===== src/design/rtcsam_pkg.sv =====
// ----------------------------------------------------------------------------
// rtcsam_pkg
// Shared types and constants for the RTC serial access master: field widths,
// register indexes and reset values, status codes, sequencer phases and the
// structs passed between the top level and the sequencer.
// ----------------------------------------------------------------------------
package rtcsam_pkg;

   // Field widths
   localparam int ADDR_W     = 8;
   localparam int DATA_W     = 32;
   localparam int HALF_W     = 16;
   localparam int WAIT_W     = 20;
   localparam int POLL_W     = 16;
   localparam int RETRY_W    = 4;
   localparam int TICK_W     = 20;
   localparam int TRY_W      = 5;
   localparam int STATUS_W   = 2;
   localparam int CSR_IDX_W  = 3;
   localparam int CSR_DATA_W = 20;

   // Default frame lengths
   localparam int DEF_ADDR_BITS = 8;
   localparam int DEF_DATA_BITS = 32;

   // Register reset values
   localparam logic [HALF_W-1:0]  HALF_PERIOD_RST = 16'd100;
   localparam logic [WAIT_W-1:0]  OSC_WAIT_RST    = 20'd5000;
   localparam logic [WAIT_W-1:0]  RETRY_GAP_RST   = 20'd10000;
   localparam logic [POLL_W-1:0]  POLL_LIMIT_RST  = 16'd40000;
   localparam logic [RETRY_W-1:0] RETRY_LIMIT_RST = 4'd3;

   // Register indexes
   typedef enum logic [CSR_IDX_W-1:0] {
      CSR_HALF_PERIOD = 3'd0,
      CSR_OSC_WAIT    = 3'd1,
      CSR_RETRY_GAP   = 3'd2,
      CSR_POLL_LIMIT  = 3'd3,
      CSR_RETRY_LIMIT = 3'd4
   } csr_index_type;

   // Completion status
   typedef enum logic [STATUS_W-1:0] {
      STATUS_OK       = 2'd0,
      STATUS_OSC_STOP = 2'd1,
      STATUS_TIMEOUT  = 2'd2
   } status_type;

   // Sequencer phases, one-hot
   typedef enum logic [9:0] {
      PH_IDLE  = 10'b00_0000_0001,
      PH_OSC   = 10'b00_0000_0010,
      PH_POLL  = 10'b00_0000_0100,
      PH_GAP   = 10'b00_0000_1000,
      PH_SDATA = 10'b00_0001_0000,
      PH_SADDR = 10'b00_0010_0000,
      PH_MODE  = 10'b00_0100_0000,
      PH_GET   = 10'b00_1000_0000,
      PH_FPOLL = 10'b01_0000_0000,
      PH_FGAP  = 10'b10_0000_0000
   } phase_type;

   // Configuration registers
   typedef struct packed {
      logic [HALF_W-1:0]  half_period;
      logic [WAIT_W-1:0]  osc_wait;
      logic [WAIT_W-1:0]  retry_gap;
      logic [POLL_W-1:0]  poll_limit;
      logic [RETRY_W-1:0] retry_limit;
   } cfg_type;

   // One tick of input
   typedef struct packed {
      logic              start_req;
      logic              opcode;
      logic [ADDR_W-1:0] reg_addr;
      logic [DATA_W-1:0] write_value;
      logic              ready_in;
      logic              sdo_in;
      logic [DATA_W-1:0] osc_count;
   } req_item_type;

   // One tick of output
   typedef struct packed {
      logic                sclk;
      logic                sdi;
      logic                sen;
      logic                sbus;
      logic                count_enable;
      logic                busy_res;
      logic                done_res;
      logic [STATUS_W-1:0] status;
      logic [DATA_W-1:0]   read_value;
   } rsp_item_type;

endpackage


===== src/design/rtcsam_if.sv =====
// ----------------------------------------------------------------------------
// rtcsam_req_if / rtcsam_rsp_if
// Valid/ready channels of the RTC serial access master: one tick of inputs in,
// one tick of line levels and completion status out.
// ----------------------------------------------------------------------------
interface rtcsam_req_if;
   import rtcsam_pkg::*;

   logic              valid;
   logic              ready;
   logic              start_req;
   logic              opcode;
   logic [ADDR_W-1:0] reg_addr;
   logic [DATA_W-1:0] write_value;
   logic              ready_in;
   logic              sdo_in;
   logic [DATA_W-1:0] osc_count;

   modport source (
      output valid, start_req, opcode, reg_addr, write_value, ready_in, sdo_in,
             osc_count,
      input  ready
   );
   modport sink (
      input  valid, start_req, opcode, reg_addr, write_value, ready_in, sdo_in,
             osc_count,
      output ready
   );
endinterface

interface rtcsam_rsp_if;
   import rtcsam_pkg::*;

   logic                valid;
   logic                ready;
   logic                sclk;
   logic                sdi;
   logic                sen;
   logic                sbus;
   logic                count_enable;
   logic                busy_res;
   logic                done_res;
   logic [STATUS_W-1:0] status;
   logic [DATA_W-1:0]   read_value;

   modport source (
      output valid, sclk, sdi, sen, sbus, count_enable, busy_res, done_res,
             status, read_value,
      input  ready
   );
   modport sink (
      input  valid, sclk, sdi, sen, sbus, count_enable, busy_res, done_res,
             status, read_value,
      output ready
   );
endinterface


===== src/design/rtcsam_seq.sv =====
// ----------------------------------------------------------------------------
// rtcsam_seq
// Access sequencer: oscillator check on reads, ready polling with retries, serial
// shift out of data/address/mode and shift in of read data. Advances one
// tick per step and returns the line levels after that tick.
// ----------------------------------------------------------------------------
module rtcsam_seq #(
   parameter int ADDR_BITS = rtcsam_pkg::DEF_ADDR_BITS,
   parameter int DATA_BITS = rtcsam_pkg::DEF_DATA_BITS
) (
   input  logic                    clock,
   input  logic                    reset,
   input  logic                    step,
   input  rtcsam_pkg::req_item_type item,
   input  rtcsam_pkg::cfg_type      cfg,
   output rtcsam_pkg::rsp_item_type result
);
   import rtcsam_pkg::*;

   localparam int MAX_BITS = (DATA_BITS > ADDR_BITS) ? DATA_BITS : ADDR_BITS;
   localparam int CNT_W    = $clog2(MAX_BITS + 1);

   // State
   phase_type             phase_ff, phase_in;
   logic [TICK_W-1:0]     tick_ff, tick_in;
   logic [POLL_W-1:0]     poll_ff, poll_in;
   logic [TRY_W-1:0]      inner_ff, inner_in;
   logic [TRY_W-1:0]      outer_ff, outer_in;
   logic [CNT_W-1:0]      bit_ff, bit_in;
   logic [DATA_BITS-1:0]  shift_ff, shift_in;
   logic [ADDR_BITS-1:0]  addr_ff, addr_in;
   logic                  write_ff, write_in;
   logic [DATA_W-1:0]     osc_ff, osc_in;

   // Datapath helpers
   logic [HALF_W-1:0]     half_eff;
   logic [HALF_W:0]       two_half;
   logic [TICK_W:0]       tick_inc;
   logic                  pulse_done;
   logic [POLL_W-1:0]     poll_dec;
   logic [TRY_W-1:0]      limit_ext;
   logic                  done;
   status_type            status;
   logic [DATA_W-1:0]     value;
   logic                  pulse_phase;

   assign half_eff   = (cfg.half_period == '0) ? HALF_W'(1) : cfg.half_period;
   assign two_half   = {half_eff, 1'b0};
   assign tick_inc   = {1'b0, tick_ff} + (TICK_W+1)'(1);
   assign pulse_done = tick_inc >= (TICK_W+1)'(two_half);
   assign poll_dec   = poll_ff - POLL_W'(1);
   assign limit_ext  = TRY_W'(cfg.retry_limit);

   // Next state for one tick
   always_comb begin
      phase_in = phase_ff;
      tick_in  = tick_ff;
      poll_in  = poll_ff;
      inner_in = inner_ff;
      outer_in = outer_ff;
      bit_in   = bit_ff;
      shift_in = shift_ff;
      addr_in  = addr_ff;
      write_in = write_ff;
      osc_in   = osc_ff;
      done     = 1'b0;
      status   = STATUS_OK;
      value    = '0;

      case (phase_ff)
         PH_IDLE: begin
            if (item.start_req) begin
               write_in = item.opcode;
               addr_in  = item.reg_addr[ADDR_BITS-1:0];
               shift_in = item.opcode ? item.write_value[DATA_BITS-1:0] : '0;
               outer_in = '0;
               bit_in   = '0;
               tick_in  = '0;
               if (item.opcode) begin
                  phase_in = PH_POLL;
                  poll_in  = cfg.poll_limit;
                  inner_in = '0;
               end else begin
                  osc_in   = item.osc_count;
                  phase_in = PH_OSC;
               end
            end
         end
         PH_OSC: begin
            tick_in = tick_inc[TICK_W-1:0];
            if (tick_inc >= (TICK_W+1)'(cfg.osc_wait)) begin
               if (item.osc_count == osc_ff) begin
                  phase_in = PH_IDLE;
                  done     = 1'b1;
                  status   = STATUS_OSC_STOP;
               end else begin
                  phase_in = PH_POLL;
                  poll_in  = cfg.poll_limit;
                  inner_in = '0;
                  tick_in  = '0;
               end
            end
         end
         PH_POLL, PH_FPOLL: begin
            if (item.ready_in) begin
               if (phase_ff == PH_FPOLL) begin
                  phase_in = PH_IDLE;
                  done     = 1'b1;
               end else begin
                  phase_in = write_ff ? PH_SDATA : PH_SADDR;
                  bit_in   = '0;
                  tick_in  = '0;
               end
            end else begin
               poll_in = poll_dec;
               if (poll_dec == '0) begin
                  tick_in = '0;
                  if (inner_ff > limit_ext) begin
                     if (phase_ff == PH_FPOLL) begin
                        // final wait outcome is not checked
                        phase_in = PH_IDLE;
                        done     = 1'b1;
                     end else if (outer_ff > limit_ext) begin
                        phase_in = PH_IDLE;
                        done     = 1'b1;
                        status   = STATUS_TIMEOUT;
                     end else begin
                        outer_in = outer_ff + TRY_W'(1);
                        inner_in = '0;
                        phase_in = PH_GAP;
                     end
                  end else begin
                     inner_in = inner_ff + TRY_W'(1);
                     phase_in = (phase_ff == PH_FPOLL) ? PH_FGAP : PH_GAP;
                  end
               end
            end
         end
         PH_GAP, PH_FGAP: begin
            tick_in = tick_inc[TICK_W-1:0];
            if (tick_inc >= (TICK_W+1)'(cfg.retry_gap)) begin
               tick_in  = '0;
               poll_in  = cfg.poll_limit;
               phase_in = (phase_ff == PH_FGAP) ? PH_FPOLL : PH_POLL;
            end
         end
         PH_SDATA: begin
            tick_in = tick_inc[TICK_W-1:0];
            if (pulse_done) begin
               tick_in  = '0;
               shift_in = shift_ff << 1;
               bit_in   = bit_ff + CNT_W'(1);
               if (bit_ff == CNT_W'(DATA_BITS - 1)) begin
                  bit_in   = '0;
                  phase_in = PH_SADDR;
               end
            end
         end
         PH_SADDR: begin
            tick_in = tick_inc[TICK_W-1:0];
            if (pulse_done) begin
               tick_in = '0;
               addr_in = addr_ff << 1;
               bit_in  = bit_ff + CNT_W'(1);
               if (bit_ff == CNT_W'(ADDR_BITS - 1)) begin
                  bit_in   = '0;
                  phase_in = PH_MODE;
               end
            end
         end
         PH_MODE: begin
            tick_in = tick_inc[TICK_W-1:0];
            if (pulse_done) begin
               tick_in = '0;
               bit_in  = '0;
               if (write_ff) begin
                  phase_in = PH_FPOLL;
                  poll_in  = cfg.poll_limit;
                  inner_in = '0;
               end else begin
                  shift_in = '0;
                  phase_in = PH_GET;
               end
            end
         end
         PH_GET: begin
            tick_in = tick_inc[TICK_W-1:0];
            if (pulse_done) begin
               tick_in  = '0;
               shift_in = (shift_ff << 1) | DATA_BITS'(item.sdo_in);
               bit_in   = bit_ff + CNT_W'(1);
               if (bit_ff == CNT_W'(DATA_BITS - 1)) begin
                  phase_in = PH_IDLE;
                  done     = 1'b1;
                  value    = DATA_W'(shift_in);
               end
            end
         end
         default: begin
            phase_in = PH_IDLE;
         end
      endcase
   end

   // Line levels after this tick
   assign pulse_phase = (phase_in == PH_SDATA) || (phase_in == PH_SADDR) ||
                        (phase_in == PH_MODE)  || (phase_in == PH_GET);

   always_comb begin
      result              = '0;
      result.sbus         = (phase_in == PH_IDLE) || (phase_in == PH_OSC);
      result.count_enable = (phase_in == PH_OSC);
      result.sclk         = pulse_phase && (tick_in >= TICK_W'(half_eff));
      result.sen          = (phase_in == PH_SDATA) || (phase_in == PH_SADDR);
      case (phase_in)
         PH_SDATA: result.sdi = shift_in[DATA_BITS-1];
         PH_SADDR: result.sdi = addr_in[ADDR_BITS-1];
         PH_MODE:  result.sdi = write_ff;
         default:  result.sdi = 1'b0;
      endcase
      result.busy_res   = (phase_in != PH_IDLE);
      result.done_res   = done;
      result.status     = status;
      result.read_value = value;
   end

   // State registers
   always_ff @(posedge clock) begin
      if (reset) begin
         phase_ff <= PH_IDLE;
         tick_ff  <= '0;
         poll_ff  <= '0;
         inner_ff <= '0;
         outer_ff <= '0;
         bit_ff   <= '0;
         write_ff <= 1'b0;
      end else if (step) begin
         phase_ff <= phase_in;
         tick_ff  <= tick_in;
         poll_ff  <= poll_in;
         inner_ff <= inner_in;
         outer_ff <= outer_in;
         bit_ff   <= bit_in;
         write_ff <= write_in;
      end
   end

   // Payload registers
   always_ff @(posedge clock) begin
      if (step) begin
         shift_ff <= shift_in;
         addr_ff  <= addr_in;
         osc_ff   <= osc_in;
      end
   end

endmodule


===== src/design/rtc_serial_access_master_top.sv =====
// Result: the result for a tick is registered and presented in the cycle after it is accepted.
// Throughput: one tick per cycle unless the output stalls; the sequencer state updates in a single pass
// and the result register lets a new tick in while the last result is taken.
// Reset (synchronous): sequencer returns to idle, output register empties and
// the configuration registers return to their default values.
// ----------------------------------------------------------------------------
// rtc_serial_access_master_top
// Bit-banged RTC serial master: configuration registers, input handshake,
// sequencer and output register.
// ----------------------------------------------------------------------------
module rtc_serial_access_master_top #(
   parameter int ADDR_BITS = rtcsam_pkg::DEF_ADDR_BITS,
   parameter int DATA_BITS = rtcsam_pkg::DEF_DATA_BITS
) (
   input  logic                              clock,
   input  logic                              reset,
   rtcsam_req_if.sink                        req_ch,
   rtcsam_rsp_if.source                      rsp_ch,
   input  logic                              csr_we,
   input  logic [rtcsam_pkg::CSR_IDX_W-1:0]  csr_index,
   input  logic [rtcsam_pkg::CSR_DATA_W-1:0] csr_wdata
);
   import rtcsam_pkg::*;

   cfg_type      cfg_ff;
   req_item_type item;
   rsp_item_type result;
   rsp_item_type rsp_ff;
   logic         rsp_valid_ff;
   logic         req_fire;

   // Configuration registers
   always_ff @(posedge clock) begin
      if (reset) begin
         cfg_ff.half_period <= HALF_PERIOD_RST;
         cfg_ff.osc_wait    <= OSC_WAIT_RST;
         cfg_ff.retry_gap   <= RETRY_GAP_RST;
         cfg_ff.poll_limit  <= POLL_LIMIT_RST;
         cfg_ff.retry_limit <= RETRY_LIMIT_RST;
      end else if (csr_we) begin
         case (csr_index)
            CSR_HALF_PERIOD: cfg_ff.half_period <= csr_wdata[HALF_W-1:0];
            CSR_OSC_WAIT:    cfg_ff.osc_wait    <= csr_wdata[WAIT_W-1:0];
            CSR_RETRY_GAP:   cfg_ff.retry_gap   <= csr_wdata[WAIT_W-1:0];
            CSR_POLL_LIMIT:  cfg_ff.poll_limit  <= csr_wdata[POLL_W-1:0];
            CSR_RETRY_LIMIT: cfg_ff.retry_limit <= csr_wdata[RETRY_W-1:0];
            default: ;
         endcase
      end
   end

   // Input handshake
   assign req_ch.ready = !rsp_valid_ff || rsp_ch.ready;
   assign req_fire     = req_ch.valid && req_ch.ready;

   assign item.start_req   = req_ch.start_req;
   assign item.opcode      = req_ch.opcode;
   assign item.reg_addr    = req_ch.reg_addr;
   assign item.write_value = req_ch.write_value;
   assign item.ready_in    = req_ch.ready_in;
   assign item.sdo_in      = req_ch.sdo_in;
   assign item.osc_count   = req_ch.osc_count;

   rtcsam_seq #(
      .ADDR_BITS (ADDR_BITS),
      .DATA_BITS (DATA_BITS)
   ) u_seq (
      .clock  (clock),
      .reset  (reset),
      .step   (req_fire),
      .item   (item),
      .cfg    (cfg_ff),
      .result (result)
   );

   // Output register
   always_ff @(posedge clock) begin
      if (reset) begin
         rsp_valid_ff <= 1'b0;
      end else if (req_fire) begin
         rsp_valid_ff <= 1'b1;
      end else if (rsp_ch.ready) begin
         rsp_valid_ff <= 1'b0;
      end
   end

   always_ff @(posedge clock) begin
      if (req_fire) begin
         rsp_ff <= result;
      end
   end

   assign rsp_ch.valid        = rsp_valid_ff;
   assign rsp_ch.sclk         = rsp_ff.sclk;
   assign rsp_ch.sdi          = rsp_ff.sdi;
   assign rsp_ch.sen          = rsp_ff.sen;
   assign rsp_ch.sbus         = rsp_ff.sbus;
   assign rsp_ch.count_enable = rsp_ff.count_enable;
   assign rsp_ch.busy_res     = rsp_ff.busy_res;
   assign rsp_ch.done_res     = rsp_ff.done_res;
   assign rsp_ch.status       = rsp_ff.status;
   assign rsp_ch.read_value   = rsp_ff.read_value;

   // Checks
   a_fire_gives_result: assert property (@(posedge clock) disable iff (reset)
      req_fire |=> rsp_valid_ff)
      else $error("accepted tick produced no result");

   a_error_only_on_done: assert property (@(posedge clock) disable iff (reset)
      (rsp_valid_ff && rsp_ff.status != STATUS_OK) |->
         (rsp_ff.done_res && rsp_ff.read_value == '0))
      else $error("error status without completion or with read data");

   a_done_releases_lines: assert property (@(posedge clock) disable iff (reset)
      (rsp_valid_ff && rsp_ff.done_res) |->
         (!rsp_ff.busy_res && rsp_ff.sbus && !rsp_ff.sclk && !rsp_ff.sen))
      else $error("lines not idle on completion");

   a_sbus_low_when_busy: assert property (@(posedge clock) disable iff (reset)
      (rsp_valid_ff && !rsp_ff.sbus) |-> rsp_ff.busy_res)
      else $error("bus selected while idle");

endmodule

===== src/flat_wrapper.sv =====
// flat-port wrapper written by rule: the top's interface ports become plain ports
module rtc_serial_access_master_top_flat import rtcsam_pkg::*;
#(
   parameter int ADDR_BITS = rtcsam_pkg::DEF_ADDR_BITS,
   parameter int DATA_BITS = rtcsam_pkg::DEF_DATA_BITS
)
  (clock, reset, csr_we, csr_index, csr_wdata, req_ch_valid, req_ch_start_req, req_ch_opcode, req_ch_reg_addr, req_ch_write_value, req_ch_ready_in, req_ch_sdo_in, req_ch_osc_count, req_ch_ready, rsp_ch_valid, rsp_ch_sclk, rsp_ch_sdi, rsp_ch_sen, rsp_ch_sbus, rsp_ch_count_enable, rsp_ch_busy_res, rsp_ch_done_res, rsp_ch_status, rsp_ch_read_value, rsp_ch_ready);
  rtcsam_req_if req_ch_i ();
  rtcsam_rsp_if rsp_ch_i ();
  input  logic clock;
  input  logic reset;
  input  logic csr_we;
  input  logic [rtcsam_pkg::CSR_IDX_W-1:0] csr_index;
  input  logic [rtcsam_pkg::CSR_DATA_W-1:0] csr_wdata;
  input wire logic [$bits(req_ch_i.valid)-1:0] req_ch_valid;
  input wire logic [$bits(req_ch_i.start_req)-1:0] req_ch_start_req;
  input wire logic [$bits(req_ch_i.opcode)-1:0] req_ch_opcode;
  input wire logic [$bits(req_ch_i.reg_addr)-1:0] req_ch_reg_addr;
  input wire logic [$bits(req_ch_i.write_value)-1:0] req_ch_write_value;
  input wire logic [$bits(req_ch_i.ready_in)-1:0] req_ch_ready_in;
  input wire logic [$bits(req_ch_i.sdo_in)-1:0] req_ch_sdo_in;
  input wire logic [$bits(req_ch_i.osc_count)-1:0] req_ch_osc_count;
  output wire logic [$bits(req_ch_i.ready)-1:0] req_ch_ready;
  output wire logic [$bits(rsp_ch_i.valid)-1:0] rsp_ch_valid;
  output wire logic [$bits(rsp_ch_i.sclk)-1:0] rsp_ch_sclk;
  output wire logic [$bits(rsp_ch_i.sdi)-1:0] rsp_ch_sdi;
  output wire logic [$bits(rsp_ch_i.sen)-1:0] rsp_ch_sen;
  output wire logic [$bits(rsp_ch_i.sbus)-1:0] rsp_ch_sbus;
  output wire logic [$bits(rsp_ch_i.count_enable)-1:0] rsp_ch_count_enable;
  output wire logic [$bits(rsp_ch_i.busy_res)-1:0] rsp_ch_busy_res;
  output wire logic [$bits(rsp_ch_i.done_res)-1:0] rsp_ch_done_res;
  output wire logic [$bits(rsp_ch_i.status)-1:0] rsp_ch_status;
  output wire logic [$bits(rsp_ch_i.read_value)-1:0] rsp_ch_read_value;
  input wire logic [$bits(rsp_ch_i.ready)-1:0] rsp_ch_ready;
  assign req_ch_i.valid = req_ch_valid;
  assign req_ch_i.start_req = req_ch_start_req;
  assign req_ch_i.opcode = req_ch_opcode;
  assign req_ch_i.reg_addr = req_ch_reg_addr;
  assign req_ch_i.write_value = req_ch_write_value;
  assign req_ch_i.ready_in = req_ch_ready_in;
  assign req_ch_i.sdo_in = req_ch_sdo_in;
  assign req_ch_i.osc_count = req_ch_osc_count;
  assign req_ch_ready = req_ch_i.ready;
  assign rsp_ch_valid = rsp_ch_i.valid;
  assign rsp_ch_sclk = rsp_ch_i.sclk;
  assign rsp_ch_sdi = rsp_ch_i.sdi;
  assign rsp_ch_sen = rsp_ch_i.sen;
  assign rsp_ch_sbus = rsp_ch_i.sbus;
  assign rsp_ch_count_enable = rsp_ch_i.count_enable;
  assign rsp_ch_busy_res = rsp_ch_i.busy_res;
  assign rsp_ch_done_res = rsp_ch_i.done_res;
  assign rsp_ch_status = rsp_ch_i.status;
  assign rsp_ch_read_value = rsp_ch_i.read_value;
  assign rsp_ch_i.ready = rsp_ch_ready;
  rtc_serial_access_master_top #(.ADDR_BITS(ADDR_BITS), .DATA_BITS(DATA_BITS)) u_core (.clock(clock), .reset(reset), .req_ch(req_ch_i), .rsp_ch(rsp_ch_i), .csr_we(csr_we), .csr_index(csr_index), .csr_wdata(csr_wdata));
endmodule

===== config.mk =====
export PLATFORM = sky130hd
export DESIGN_NAME = rtc_serial_access_master_top_flat
export DESIGN_NICKNAME = d
export VERILOG_FILES = /design/src/design/rtcsam_pkg.sv /design/src/design/rtcsam_if.sv /design/src/design/rtcsam_seq.sv /design/src/design/rtc_serial_access_master_top.sv /design/src/flat_wrapper.sv
export SDC_FILE = /design/constraint.sdc
export NUM_CORES = 1
export LEC_CHECK = 0
export ABC_AREA = 0
export BUFFER_PORTS_ARGS = -buffer_cell sky130_fd_sc_hd__buf_2
export CAP_MARGIN = 20
export CORE_ASPECT_RATIO = 2
export CORE_MARGIN = 3
export CORE_UTILIZATION = 50
export DETAILED_ROUTE_END_ITERATION = 8
export HOLD_SLACK_MARGIN = 0.03
export PLACE_DENSITY = 0.68
export RECOVER_POWER = 25
export SLEW_MARGIN = 40
export SYNTH_ARGS = -nofsm -noshare
export SYNTH_HDL_FRONTEND = slang
export SYNTH_SLANG_ARGS = --single-unit

===== constraint.sdc =====
create_clock -name clock -period 6.55 [get_ports clock]
set_clock_uncertainty 0.2 [all_clocks]
set_input_delay 0.9825 -clock clock [delete_from_list [all_inputs] [get_ports clock]]
set_output_delay 0.9825 -clock clock [all_outputs]
set_load 0.005 [all_outputs]

==> impl_metrics.sql <==
INSERT INTO impl_metrics (metric_group, metric, value, unit) VALUES
('routing', 'route.detailed.drc', '0', ''),
('layout', 'layout-area-overhead-vs-synth', '13.2', '%'),
('synthesis', 'netlist-cell-type-count', '85', ''),
('clocking', 'post_cts.repair.setup_buffers', '0', ''),
('routing', 'postRouteAntennaNets', '0', ''),
('sta', 'finalHoldViolations', '0', ''),
('synthesis', 'netlist.top_cell.by_area', 'edfxtp_1', ''),
('layout', 'finalNonFillerCells', '2016', ''),
('placement', 'post-dp-hpwl', '31200', 'um'),
('setup_path', 'critical_path_class', 'flop to flop', ''),
('placement', 'placedCellCount', '1972', ''),
('sta', 'worst_slew_margin_rel', '-0.801', ''),
('clocking', 'cts_hold_repair.buffers', '0', ''),
('synthesis', 'synth.top_cells.by_area', 'edfxtp_1 24%, dfxtp_1 20%, ha_1 7.7%', ''),
('sta', 'count_of_final_max_slew_check_failures', '140', ''),
('layout', 'multi_input_gate_area', '7180', 'sq um'),
('min_path', 'hold_class', 'flop to flop', ''),
('routing', 'wl', '40900', 'um'),
('clocking', 'clkSlewWorstSetupHoldPaths', '0.07', 'ns'),
('sta', 'tightestPinTransition', '2.70', 'ns'),
('sta', 'setup-tns-final', '0', 'ns'),
('routing', 'drt_pass_1_iters', '5', ''),
('setup_path', 'critPathCaptureType', 'flop', ''),
('clocking', 'cts_tree', 'yes', ''),
('synthesis', 'yosysWarnings', '0', ''),
('placement', 'dpl_worst_slack', '0.415', 'ns'),
('routing', 'vias_per_cell', '5.85', ''),
('global_route', 'maximum_number_of_pins_on_one_net_before_global_route_repair', '87', ''),
('clocking', 'cts_resized', '0', ''),
('floorplan', 'dieArea', '30100', 'sq um'),
('power_and_ir_drop', 'p_leak', '6.16', 'nW'),
('clocking', 'clock_latency_of_the_later_clocked_register_in_the_worst_skew_pair', '0.54', 'ns'),
('global_route', 'grt_pass1_wl', '63700', 'um'),
('global_route', 'groute.usage.overall', '0.263', ''),
('synthesis', 'synth_top_area_share', '0.243', ''),
('synthesis', 'postSynthAreaPerCell', '9.19', 'sq um'),
('setup_path', 'start_kind', 'flop', ''),
('floorplan', 'start_util', '0.507', ''),
('global_route', 'first_global_vias', '11600', ''),
('synthesis', 'seq_area_frac_synth', '0.443', ''),
('setup_path', 'worstPathMaxFanout', '6', ''),
('synthesis', 'count_of_mapped_cells_out_of_synthesis', '1521', ''),
('status', 'failed_checks', 'capacitance limit, slew limit', ''),
('global_route', 'gr-total-overflow', '0', ''),
('layout', 'final-seq-area', '6200', 'sq um'),
('routing', 'wire_per_inst', '20.3', 'um'),
('sta', 'finalCriticalPeriod', '6.33', 'ns'),
('global_route', 'groute.layer.met2.usage', '0.498', ''),
('setup_path', 'setup.reg_to_reg.worst_slack', '0.22', 'ns'),
('layout', 'fill_cells', '2589', ''),
('floorplan', 'core_area', '27500', 'sq um'),
('setup_path', 'arrival', '6.42', 'ns'),
('layout', 'final_core_util', '0.574', ''),
('clocking', 'total_cts_buffers', '23', ''),
('sta', 'layout_worst_path_cycle_share', '0.967', ''),
('status', 'run_status', 'complete, but fails checks', ''),
('clocking', 'clk_buf_depth', '3', ''),
('flow_run', 'max-cap-violations', '2', ''),
('global_route', 'grt.met1_usage', '0.272', ''),
('sta', 'clock.fmax', '158', 'MHz'),
('synthesis', 'synth_enable_flop_cells', '113', ''),
('sta', 'rsz0062_at_grt', 'no', ''),
('power_and_ir_drop', 'power.density', '238', 'nW/um^2'),
('global_route', 'number_of_antenna_violations_at_the_first_check_in_global_routing', '1', ''),
('sta', 'final.setup.worst_slack', '0.216', 'ns'),
('clocking', 'cts.root.buffer_cell', 'clkbuf_16', ''),
('clocking', 'cts.sinks', '253', ''),
('floorplan', 'floorplan.io_pins', '147', ''),
('placement', 'gpl.final_weighted_congestion', '1.00', ''),
('routing', 'num_vias', '11800', ''),
('synthesis', 'ys_seq_elements', '253', '');
[where the power goes]
group          total (mW)  switching, mW  leakage, nW  internal (mW)
Combinational       0.570          0.358         3.58          0.211
Sequential           1.76         0.0466         2.21           1.72
Clock                1.42          0.622        0.367          0.802
[logic make-up (layout without fill, tap and decap cells)]
family	count (synthesis)	in the layout	share of synthesized area
compound gates	346	346	0.168
xor+xnor	56	56	0.0351
fa+ha+maj	86	86	0.0770
buf+inv	159	301	0.0452
flops	253	253	0.443
mux	8	8	0.00582
other cells	0	1	0
simple gates	613	613	0.226
[state kept, by name (all words and copies together) (netlist names), 5 cells and up]
signal and cells:
u_core.u_seq.addr_ff 8, u_core.rsp_ch.read_value 32, u_core.cfg_ff 76, u_core.u_seq.phase_ff 10, u_core.u_seq.inner_ff 5, u_core.u_seq.osc_ff 32, u_core.u_seq.outer_ff 5, u_core.u_seq.shift_ff 32
u_core.u_seq.tick_ff 20, u_core.u_seq.poll_ff 16, u_core.u_seq.bit_ff 6
[worst max-delay path: stages (launching register included)]
cell and delay (ns):
dfxtp_1 0.41, ha_1 0.19, and4_1 0.30, buf_4 0.18
nand2_1 0.07, xnor2_1 0.42, ha_1 0.33, and4_1 0.21
and3_1 0.16, o21a_1 0.20, nand2b_1 0.17, nor4b_4 0.46
a211oi_2 0.18, mux2_2 0.30, ha_1 0.26, nand2b_1 0.14
a21o_1 0.17, a21o_1 0.16, a21o_1 0.17, a21o_1 0.17
a2111oi_0 0.54, buf_4 0.22, o221ai_1 0.11, nor3_1 0.27
nor4_2 0.06
[synth_stat cells (14+ instances only)]
cell      count
a21o_1       14
a21oi_1     121
a22o_1       39
a311oi_1     15
and2_1       38
and3_1       19
clkbuf_1     59
dfxtp_1     140
edfxtp_1    113
ha_1         86
inv_1        78
nand2_1     243
nand2b_1     19
nand3_1      38
nand3b_1     19
nand4_1      28
nor2_1       92
nor3_1       19
nor4_1       22
o21ai_0      47
or3_1        14
xnor2_1      51
[layout make-up]
class / count / area share
antenna: 1 / 0.000158
clock buffer: 31 / 0.0402
clock inverter: 11 / 0.00870
inverter: 79 / 0.0187
multi-input combinational: 1109 / 0.454
sequential: 253 / 0.392
tap: 352 / 0.0278
timing repair buffer: 180 / 0.0585
[stage by stage]
| step | hold slack [ns] | power, mW | area [sq um] |
|---|---|---|---|
| global route | 0.268 | 3.91 | 15800 |
| global placement | 0.244 | 2.36 | 15100 |
| CTS | 0.256 | 3.78 | 15900 |
| floorplan | 0.232 | 2.15 | 14000 |
| finish | 0.253 | 3.76 | 15800 |
| detailed placement | 0.247 | 2.37 | 15100 |
[final timing paths]
kind,start,end,cells after the start
setup / recovery,u_core.u_seq.tick_ff[1]$_SDFFE_PP0P_,u_core.rsp_ch.sclk$_DFFE_PP_,24
hold / removal,u_core.cfg_ff[38]$_SDFFE_PP0P_,u_core.cfg_ff[38]$_SDFFE_PP0P_,2
setup reg to reg,u_core.u_seq.tick_ff[1]$_SDFFE_PP0P_,u_core.rsp_ch.sclk$_DFFE_PP_,24
hold reg to reg,u_core.cfg_ff[38]$_SDFFE_PP0P_,u_core.cfg_ff[38]$_SDFFE_PP0P_,2
[cell usage in the layout, fill, tap and decap left out, drive strengths merged, types with 19 or more instances in the layout]
cell type and n:
nor4 25, edfxtp 113, nand2 243, nand2b 20, nand4 28, xnor2 51
and3 19, ha 86, buf 132, o21ai 53, a21oi 121, dfxtp 140
nor2 92, clkbuf 79, inv 80, nand3b 19, nand3 38, nor3 26
a22o 39, and2 38
[per-layer routing]
layer / vias up / wire length, um
li1: 5726 / -
met3: 119 / 1610
met1: 5600 / 14400
met2: 339 / 22000
met5: - / 0
met4: 0 / 2750
Power figures use the tool's default switching activity.
